$ cat config.mk
export PLATFORM = sky130hd
export DESIGN_NAME = led_mux_scan_with_random_flicker_top
export DESIGN_NICKNAME = d
export VERILOG_FILES = /design/src/rtl/core/lmsf_pkg.sv /design/src/rtl/core/led_mux_scan_with_random_flicker_top.sv
export VERILOG_INCLUDE_DIRS = /design/src /design/src/rtl/core
export SDC_FILE = /design/constraint.sdc
export NUM_CORES = 1
export LEC_CHECK = 0
export ABC_AREA = 1
export BUFFER_PORTS_ARGS = -buffer_cell sky130_fd_sc_hd__buf_2
export CAP_MARGIN = 40
export CORE_ASPECT_RATIO = 0.75
export CORE_MARGIN = 4
export CORE_UTILIZATION = 65
export CTS_CLUSTER_SIZE = 12
export DETAILED_ROUTE_END_ITERATION = 6
export PLACE_DENSITY_LB_ADDON = 0.1
export RECOVER_POWER = 25
export SETUP_SLACK_MARGIN = 0.05
export SLEW_MARGIN = 40
export SYNTH_ARGS = -nofsm -noshare
export SYNTH_HDL_FRONTEND = slang
export SYNTH_SLANG_ARGS = --single-unit
$ cat constraint.sdc
create_clock -name clk -period 11.2 [get_ports clk]
set_clock_uncertainty 0.05 [all_clocks]
set_input_delay 1.68 -clock clk [delete_from_list [all_inputs] [get_ports clk]]
set_output_delay 1.68 -clock clk [all_outputs]
set_load 0.005 [all_outputs]
$ cat src/rtl/core/led_mux_scan_with_random_flicker_top_defines.svh
// Assertion macros for the LED mux scan block.
// Used by the top level only; expects clk and rst_n in scope.
`ifndef LED_MUX_SCAN_WITH_RANDOM_FLICKER_TOP_DEFINES_SVH
`define LED_MUX_SCAN_WITH_RANDOM_FLICKER_TOP_DEFINES_SVH

// Clocked assertion, off while in reset.
`define LMSF_ASSERT(lbl, prop, msg) \
  lbl: assert property (@(posedge clk) disable iff (!rst_n) prop) else $error(msg);

// Clocked assertion that also holds during reset.
`define LMSF_ASSERT_ALWAYS(lbl, prop, msg) \
  lbl: assert property (@(posedge clk) prop) else $error(msg);

`endif

$ cat src/rtl/core/lmsf_pkg.sv
// Shared types and constants for the LED mux scan with random flicker.
// No dependencies.
package lmsf_pkg;

  localparam int LED_COUNT = 4;
  localparam int LED_IDX_W = $clog2(LED_COUNT);
  localparam int PADDR_W   = 3;

  localparam logic [PADDR_W-1:0] ADDR_FLAME = 3'd0;

  localparam logic [31:0] SEED_INIT = 32'h2a651b7d;
  localparam logic [31:0] LCG_MUL   = 32'd1664525;
  localparam logic [31:0] LCG_INC   = 32'd1013904223;

  localparam logic [7:0]        LVL_BASE = 8'd90;
  localparam logic [7:0]        LVL_SPAN = 8'd166;
  localparam logic signed [8:0] CD_BASE  = 9'sd50;
  localparam logic [7:0]        CD_SPAN  = 8'd180;
  localparam logic signed [8:0] CD_STEP  = 9'sd40;
  localparam logic signed [8:0] CD_MIN   = -9'sd40;
  localparam logic signed [8:0] CD_MAX   = 9'sd229;

  localparam logic CMD_TICK    = 1'b0;
  localparam logic CMD_REFRESH = 1'b1;

  typedef struct packed {
    logic command;
    logic num_lock;
    logic caps_lock;
    logic scroll_lock;
    logic accent_active;
  } in_beat_t;

  typedef struct packed {
    logic       select_a;
    logic       select_b;
    logic       led_gate;
    logic [1:0] slot;
  } out_beat_t;

  typedef enum logic [3:0] {
    ST_IDLE,
    ST_TICK_RND,
    ST_TICK_CMP,
    ST_PUT,
    ST_REF_DEC,
    ST_REF_RND1,
    ST_REF_LVL,
    ST_REF_RND2,
    ST_REF_CD
  } state_t;

endpackage

$ cat src/rtl/core/led_mux_scan_with_random_flicker_top.sv
// LED mux scan with random flicker: a tick draws (ST_TICK_RND, ST_TICK_CMP)
// when its slot is lit in flame mode, then ST_PUT; a refresh loads the mask
// and, in flame mode, walks four LEDs, each up to 5 sequencer steps through
// one shared LCG unit. One beat at a time; in_ready returns once the sequencer
// is back in idle, which a stalled result delays. rst_n is synchronous, active
// low: slot, mask, levels, countdowns, seed, flame reset. Depends on lmsf_pkg.
`include "led_mux_scan_with_random_flicker_top_defines.svh"

module led_mux_scan_with_random_flicker_top
  import lmsf_pkg::*;
(
  input  logic               clk,
  input  logic               rst_n,
  // input channel
  input  logic               in_valid,
  output logic               in_ready,
  input  in_beat_t           in_data,
  // result channel
  output logic               out_valid,
  input  logic               out_ready,
  output out_beat_t          out_data,
  // configuration port
  input  logic               psel,
  input  logic               penable,
  input  logic               pwrite,
  input  logic [PADDR_W-1:0] paddr,
  input  logic [31:0]        pwdata,
  output logic [31:0]        prdata,
  output logic               pready
);

  // ---------------------------------------------------------------------
  // State
  // ---------------------------------------------------------------------
  state_t                state_r, state_nxt;
  logic                  flame_r, flame_nxt;
  logic [1:0]            scan_slot_r, scan_slot_nxt;
  logic [LED_COUNT-1:0]  lit_mask_r, lit_mask_nxt;
  logic [7:0]            level_r [LED_COUNT];
  logic [7:0]            level_nxt [LED_COUNT];
  logic signed [8:0]     cd_r [LED_COUNT];
  logic signed [8:0]     cd_nxt [LED_COUNT];
  logic [31:0]           seed_r, seed_nxt;
  logic [LED_IDX_W-1:0]  led_r, led_nxt;
  logic                  gate_r, gate_nxt;
  logic                  out_valid_r, out_valid_nxt;
  out_beat_t             out_data_r, out_data_nxt;

  // ---------------------------------------------------------------------
  // Shared units: LCG step, and one compare/subtract reduction of the
  // random byte (byte < 256 < 2*span, so one subtract is a full modulo).
  // ---------------------------------------------------------------------
  logic [31:0]       lcg_nxt;
  logic [7:0]        rnd_byte;
  logic [7:0]        mod_span;
  logic [7:0]        mod_res;
  logic [1:0]        slot_inc;
  logic signed [8:0] cd_dec;
  logic              led_last;
  logic              in_beat;
  logic              cfg_wr;
  logic              slot_draw;

  assign lcg_nxt  = seed_r * LCG_MUL + LCG_INC;
  assign rnd_byte = seed_r[31:24];
  assign mod_span = (state_r == ST_REF_LVL) ? LVL_SPAN : CD_SPAN;
  assign mod_res  = (rnd_byte >= mod_span) ? rnd_byte - mod_span : rnd_byte;

  assign slot_inc  = scan_slot_r + 2'd1;
  assign slot_draw = lit_mask_r[slot_inc] & flame_r;
  assign cd_dec    = cd_r[led_r] - CD_STEP;
  assign led_last  = (led_r == LED_IDX_W'(LED_COUNT - 1));

  assign in_ready = (state_r == ST_IDLE);
  assign in_beat  = in_valid & in_ready;

  // APB: writes land on the access phase; reads are combinational
  assign pready = 1'b1;
  assign cfg_wr = psel & penable & pwrite & pready;
  assign prdata = (paddr == ADDR_FLAME) ? {31'd0, flame_r} : 32'd0;

  assign out_valid = out_valid_r;
  assign out_data  = out_data_r;

  // ---------------------------------------------------------------------
  // Next state
  // ---------------------------------------------------------------------
  always_comb begin
    state_nxt = state_r;
    unique case (state_r)
      ST_IDLE: begin
        if (in_beat) begin
          if (in_data.command == CMD_TICK) begin
            state_nxt = slot_draw ? ST_TICK_RND : ST_PUT;
          end else begin
            state_nxt = flame_r ? ST_REF_DEC : ST_IDLE;
          end
        end
      end
      ST_TICK_RND: state_nxt = ST_TICK_CMP;
      ST_TICK_CMP: state_nxt = ST_PUT;
      ST_PUT: begin
        if (!out_valid_r || out_ready) state_nxt = ST_IDLE;
      end
      ST_REF_DEC: begin
        if (cd_dec <= 0)   state_nxt = ST_REF_RND1;
        else if (led_last) state_nxt = ST_IDLE;
      end
      ST_REF_RND1: state_nxt = ST_REF_LVL;
      ST_REF_LVL:  state_nxt = ST_REF_RND2;
      ST_REF_RND2: state_nxt = ST_REF_CD;
      ST_REF_CD:   state_nxt = led_last ? ST_IDLE : ST_REF_DEC;
      default:     state_nxt = ST_IDLE;
    endcase
  end

  // ---------------------------------------------------------------------
  // Datapath / outputs
  // ---------------------------------------------------------------------
  always_comb begin
    flame_nxt     = flame_r;
    scan_slot_nxt = scan_slot_r;
    lit_mask_nxt  = lit_mask_r;
    level_nxt     = level_r;
    cd_nxt        = cd_r;
    seed_nxt      = seed_r;
    led_nxt       = led_r;
    gate_nxt      = gate_r;
    out_valid_nxt = out_valid_r;
    out_data_nxt  = out_data_r;

    if (cfg_wr && paddr == ADDR_FLAME) flame_nxt = pwdata[0];

    // result leaves the output register
    if (out_valid_r && out_ready) out_valid_nxt = 1'b0;

    unique case (state_r)
      ST_IDLE: begin
        if (in_beat) begin
          if (in_data.command == CMD_TICK) begin
            scan_slot_nxt = slot_inc;
            gate_nxt      = lit_mask_r[slot_inc];
          end else begin
            lit_mask_nxt = {in_data.accent_active, in_data.scroll_lock,
                            in_data.caps_lock, in_data.num_lock};
            led_nxt      = '0;
          end
        end
      end
      ST_TICK_RND, ST_REF_RND1, ST_REF_RND2: seed_nxt = lcg_nxt;
      ST_TICK_CMP: gate_nxt = (rnd_byte < level_r[scan_slot_r]);
      ST_PUT: begin
        if (!out_valid_r || out_ready) begin
          out_valid_nxt         = 1'b1;
          out_data_nxt.select_a = scan_slot_r[0];
          out_data_nxt.select_b = scan_slot_r[1];
          out_data_nxt.led_gate = gate_r;
          out_data_nxt.slot     = scan_slot_r;
        end
      end
      ST_REF_DEC: begin
        cd_nxt[led_r] = cd_dec;
        // no redraw: move straight on to the next LED
        if (cd_dec > 0 && !led_last) led_nxt = led_r + 1'b1;
      end
      ST_REF_LVL: level_nxt[led_r] = LVL_BASE + mod_res;
      ST_REF_CD: begin
        cd_nxt[led_r] = CD_BASE + $signed({1'b0, mod_res});
        if (!led_last) led_nxt = led_r + 1'b1;
      end
      default: ;
    endcase
  end

  // ---------------------------------------------------------------------
  // Registers
  // ---------------------------------------------------------------------
  always_ff @(posedge clk) begin
    if (!rst_n) begin
      state_r     <= ST_IDLE;
      flame_r     <= 1'b0;
      scan_slot_r <= '0;
      lit_mask_r  <= '0;
      seed_r      <= SEED_INIT;
      led_r       <= '0;
      out_valid_r <= 1'b0;
      for (int i = 0; i < LED_COUNT; i++) begin
        level_r[i] <= '0;
        cd_r[i]    <= '0;
      end
    end else begin
      state_r     <= state_nxt;
      flame_r     <= flame_nxt;
      scan_slot_r <= scan_slot_nxt;
      lit_mask_r  <= lit_mask_nxt;
      seed_r      <= seed_nxt;
      led_r       <= led_nxt;
      out_valid_r <= out_valid_nxt;
      level_r     <= level_nxt;
      cd_r        <= cd_nxt;
    end
  end

  // payload, no reset
  always_ff @(posedge clk) begin
    gate_r     <= gate_nxt;
    out_data_r <= out_data_nxt;
  end

  // ---------------------------------------------------------------------
  // Assertions
  // ---------------------------------------------------------------------
  `LMSF_ASSERT(a_tick_advances, in_beat && in_data.command == CMD_TICK |=> scan_slot_r == 2'($past(scan_slot_r) + 2'd1), "scan slot did not advance on tick")
  `LMSF_ASSERT(a_cd_range, state_r == ST_REF_DEC |-> cd_r[led_r] >= CD_MIN && cd_r[led_r] <= CD_MAX, "countdown out of range")
  `LMSF_ASSERT(a_seed_idle, state_r == ST_IDLE |=> $stable(seed_r), "seed moved outside a draw step")

endmodule
# Word-level counts from Yosys, hierarchy flattened
# Index checks and enable logic that the tools add are counted.
# W data, S select, Z words.
[totals]
out_inout_bits = 40
elab_cells = 117
inputBits = 47
ff_bits = 120
[classes]
add_sub_neg = 7
n_mux = 39
n_reduce_logical = 19
multipliers = 1
n_lt_le_gt_ge = 8
eq_ne = 16
bitwise = 7
[ops]
columns = ["cell", "count"]
rows = [
  ["$bwmux W36", 2],
  ["$pmux W36 S2", 1],
  ["$pmux W4 S9", 1],
  ["$add A32 B30 Y32 const B", 1],
  ["$bwmux W32", 1],
  ["$mul A32 B21 Y32 const B", 1],
  ["$mux W8", 4],
  ["$mux W9", 3],
  ["$bmux W9 S2", 1],
  ["$demux W9 S2", 1],
  ["$bmux W8 S2", 1],
  ["$demux W8 S2", 1],
  ["$eq A4 B3 Y1 const B", 4],
  ["$mux W4", 4],
  ["$reduce_and A3 Y1", 4],
  ["$mux W2", 5],
  ["$add A6 B8 Y9 const A", 1],
  ["$gt A9 B1 Y1 const B", 1],
  ["$le A9 B1 Y1 const B", 1],
  ["$mux W3", 3],
  ["$sub A9 B7 Y9 const B", 1],
  ["$add A7 B8 Y8 const A", 1],
  ["$eq A4 B2 Y1 const B", 2],
  ["$ge A8 B8 Y1", 1],
  ["30 further kinds", 51],
]

# Logic depth before layout (Yosys ltp)
[logic_depth]
ltp_word = 9
ltp_mapped = 27
ltp_nobuf = 27

# Least setup slack after synthesis
# OpenSTA, ideal clock, no wires.
[synth_timing]
kind = "register to register"
from = "register seed_r[9]"
to = "register seed_r[31]"
arrival_ns = 5.492
period_less_slack_ns = 5.651
n_path_buf = 0
stages_incl_launch_ff = 26
slack_ns = 5.549
setup_time_ns = 0.109
t_required_ns = 11.041
path_cell_list = "dfxtp_1 inv_1 ha_1 inv_1 fa_1 fa_1 fa_1 inv_1 fa_1 inv_1 fa_1 inv_1 fa_1 inv_1 ha_1 inv_1 nor3_1 nand2_1 nor4_1 nand2_1 nand3_1 inv_1 nand3_1 nand3_1 nand2_1 inv_1"
[synth_via]
elab_chain_cells = 2
[synth_lines]
columns = ["element", "line", "text"]
rows = [
  ["start: declaration", "led_mux_scan_with_random_flicker_top.sv:43", "logic [31:0] seed_r, seed_nxt;"],
  ["start signal: assignment", "led_mux_scan_with_random_flicker_top.sv:196", "seed_r <= seed_nxt;"],
  ["$mul A32 B21 Y32", "led_mux_scan_with_random_flicker_top.sv:64", "assign lcg_nxt = seed_r * LCG_MUL + LCG_INC;"],
  ["$add A32 B30 Y32", "led_mux_scan_with_random_flicker_top.sv:64", ""],
]
# Every way passes these cells.
# A chain may end at the register's enable or synchronous reset.

# Final worst setup path
[layout_timing]
from = "register seed_r[7]"
to = "register seed_r[31]"
# Same word-level chain as after synthesis.

==> impl_metrics.yaml <==
synthesis:
  synth.avg_cell_area_um2: 7.67
  synth_area_um2: 13800
  netlist_top_cells_area: "fa_1, dfxtp_1, ha_1, inv_1, nand2_1"
  synth_seq_cells: 118
  synth-compound-area-share: 0.122
  yosys.cell_types.count: 54
  synthAdderAreaFrac: 0.360
  muxShareOfSynthArea: 0
  synthArstFlopShare: 0
  synth_warnings: 0
  synth_top_family_by_area: "adder cells"
  ys_seq_area_frac: 0.174
  synth-simple-area-share: 0.168
  synth_edf_count: 4
  synth_cells: 1801
  yosysTopAreaCell: "fa_1"
  synthFlopType: "dfxtp_1"
  synth_top_area_share: 0.201
  synth_xor_area_frac: 0.0228
cts:
  clockRootBuffer: "clkbuf_16"
  clk_pin_slew_ns: 0.06
  post-cts-setup-buffers: 0
  htreeDepth: 4
  clockBufferDepth: 2
  hold_buffers: 0
  cts_resized: 0
  cts_buffers: 17
  cts_tree: "yes"
  clock_latency_ns: 0.44
  cts_sinks: 118
routing:
  ant_nets: 0
  drtIter0Drc: 1302
  wl_per_cell_um: 17.3
  route.vias.total: 11500
  drt-total-wl_mm: 36.3
  firstDrtPassIters: 6
  drc: 0
  viasPerCell: 5.49
worst_hold_path:
  min_path_type: "register to register"
outcome:
  violations: "max-capacitance violations, max-slew violations"
  status: "complete, but fails checks"
placed_design:
  hpwl_mm: 29.3
  portBuffers: 23
  gp_congestion: 1.02
  dp.cells: 2068
  dp_slack_ns: 4.49
worst_setup_path:
  worstPathArrival_ns: 7.17
  crit_top_cell: "inv_1"
  worstPathRequired_ns: 11.49
  crit_slowest_cell: "dfxtp_1"
  critPathMaxStageDelay_ns: 0.61
  path_class: "register to register"
  start_kind: "register"
  end_kind: "register"
  crit_fanout: 8
die:
  num_rows: 45
  die-area_um2: 23700
  ios: 87
  core_area_um2: 20600
  die_y_um: 134
  initial_core_util: 0.673
  dieWidth_um: 176
sta:
  timing.final.crit_share: 0.614
  whs_ns: 0.368
  tightest_slew_ns: 2.70
  fin_tns_setup_ns: 0
  fin_crit_ns: 6.88
  rsz0062_at_grt: "no"
  worst_slack_ns: 4.32
  fmax_ghz: 0.145
  slew_violations: 60
  slew_headroom: -0.799
  setup_viol: 0
  hold_viol_final: 0
global_route:
  grt_max_degree: 60
  grt.overflow.total: 0
  antenna_found_initial: 0
  grt_use_total: 0.316
  grt_pass1_wl_mm: 58.0
  grt_pass1_vias: 10800
cells_and_area:
  layout-drive-gt1-share: 0.0737
  syn2layout_area_growth_pct: 5.62
  insertedDiodeCount: 0
  layout_common_cells: "inv_1, nand2_1, ha_1, fa_1, a21oi_1"
  nNetsFinal: 2167
  fin_cells: 2101
  fillers: 1694
  layout_commonest_cell: "inv_1"
run:
  cap_viol_max_count: 1
[synthesized netlist by cell type, types with 3 or more instances]
cell type  instances
o21bai_1          10
nor4_1             3
a21o_1             4
nor2_1           106
nand2_2           17
a31oi_1            7
or2_2             10
o21ai_0          118
inv_1            423
xnor2_1           13
dfxtp_1          114
edfxtp_1           4
fa_1             139
o211ai_1          12
a21oi_2            4
o21a_1             5
xor2_1            23
ha_1             175
nand2_4            3
nand3_2           10
buf_6              4
nor3_1            11
buf_1              3
nand3_1           75
clkbuf_1          19
inv_2             11
nor2_2            10
buf_2             10
buf_4             36
a21oi_1          127
nand4_1           18
nand3b_1           4
nand2_1          244
o21ai_1            5
clkinv_1           3
[kinds of logic after synthesis]
family,count (synthesis)
AO/OA/AOI/OAI,304
XOR/XNOR,36
adder cells (fa/ha/maj),314
buffers and inverters,511
flip-flops,118
other,2
AND/OR/NAND/NOR,516
[worst max-delay path: cells and delay by family (launching register included)]
kind          cells  cell delay [ns]
simple gates      9             1.23
buf+inv           8             0.74
flops             1             0.61
fa+ha+maj         8             4.13
[sequential cells by signal, summed over array words and instances (netlist names)]
| signal | flops |
|---|---|
| lit_mask_r | 4 |
| state_r | 4 |
| level_r | 32 |
| scan_slot_r | 2 |
| out_valid | 1 |
| out_data | 3 |
| cd_r | 36 |
| led_r | 2 |
| gate_r | 1 |
| flame_r | 1 |
| seed_r | 32 |
[layout make-up]
| cell class | instances | area [µm²] | area share |
|---|---|---|---|
| Clock buffer | 19 | 443 | 0.0303 |
| Clock inverter | 13 | 170 | 0.0117 |
| Inverter | 438 | 1650 | 0.113 |
| Multi-Input combinational cell | 1202 | 9430 | 0.646 |
| Sequential cell | 118 | 2400 | 0.165 |
| Tap cell | 282 | 353 | 0.0242 |
| Timing Repair Buffer | 29 | 151 | 0.0104 |
[through the flow]
stage,instance area (µm²),utilization
floorplan,13900,-
global placement,14000,0.680
detailed placement,14000,0.680
CTS,14600,0.710
global route,14600,0.710
finish,14600,0.710
[layer usage]
metal | GRT usage | routed length [µm] | vias up
li1 | - | - | 5568
met1 | 0.497 | 17400 | 5358
met2 | 0.411 | 13500 | 564
met3 | 0.121 | 4930 | 41
met4 | 0.0558 | 461 | 0
met5 | 0 | 0 | -
[worst paths after layout]
path	start	endpoint	slack, ns	cells past startpoint
max	seed_r[7]	seed_r[31]	4.32	25
min	gate_r	out_data[2]	0.37	0
max reg2reg	seed_r[7]	seed_r[31]	4.32	25
min reg2reg	gate_r	out_data[2]	0.37	0
Power is left out: the tool's default activity adds up to more than one toggle a clock period on the data nets, which glitch-free logic cannot reach.
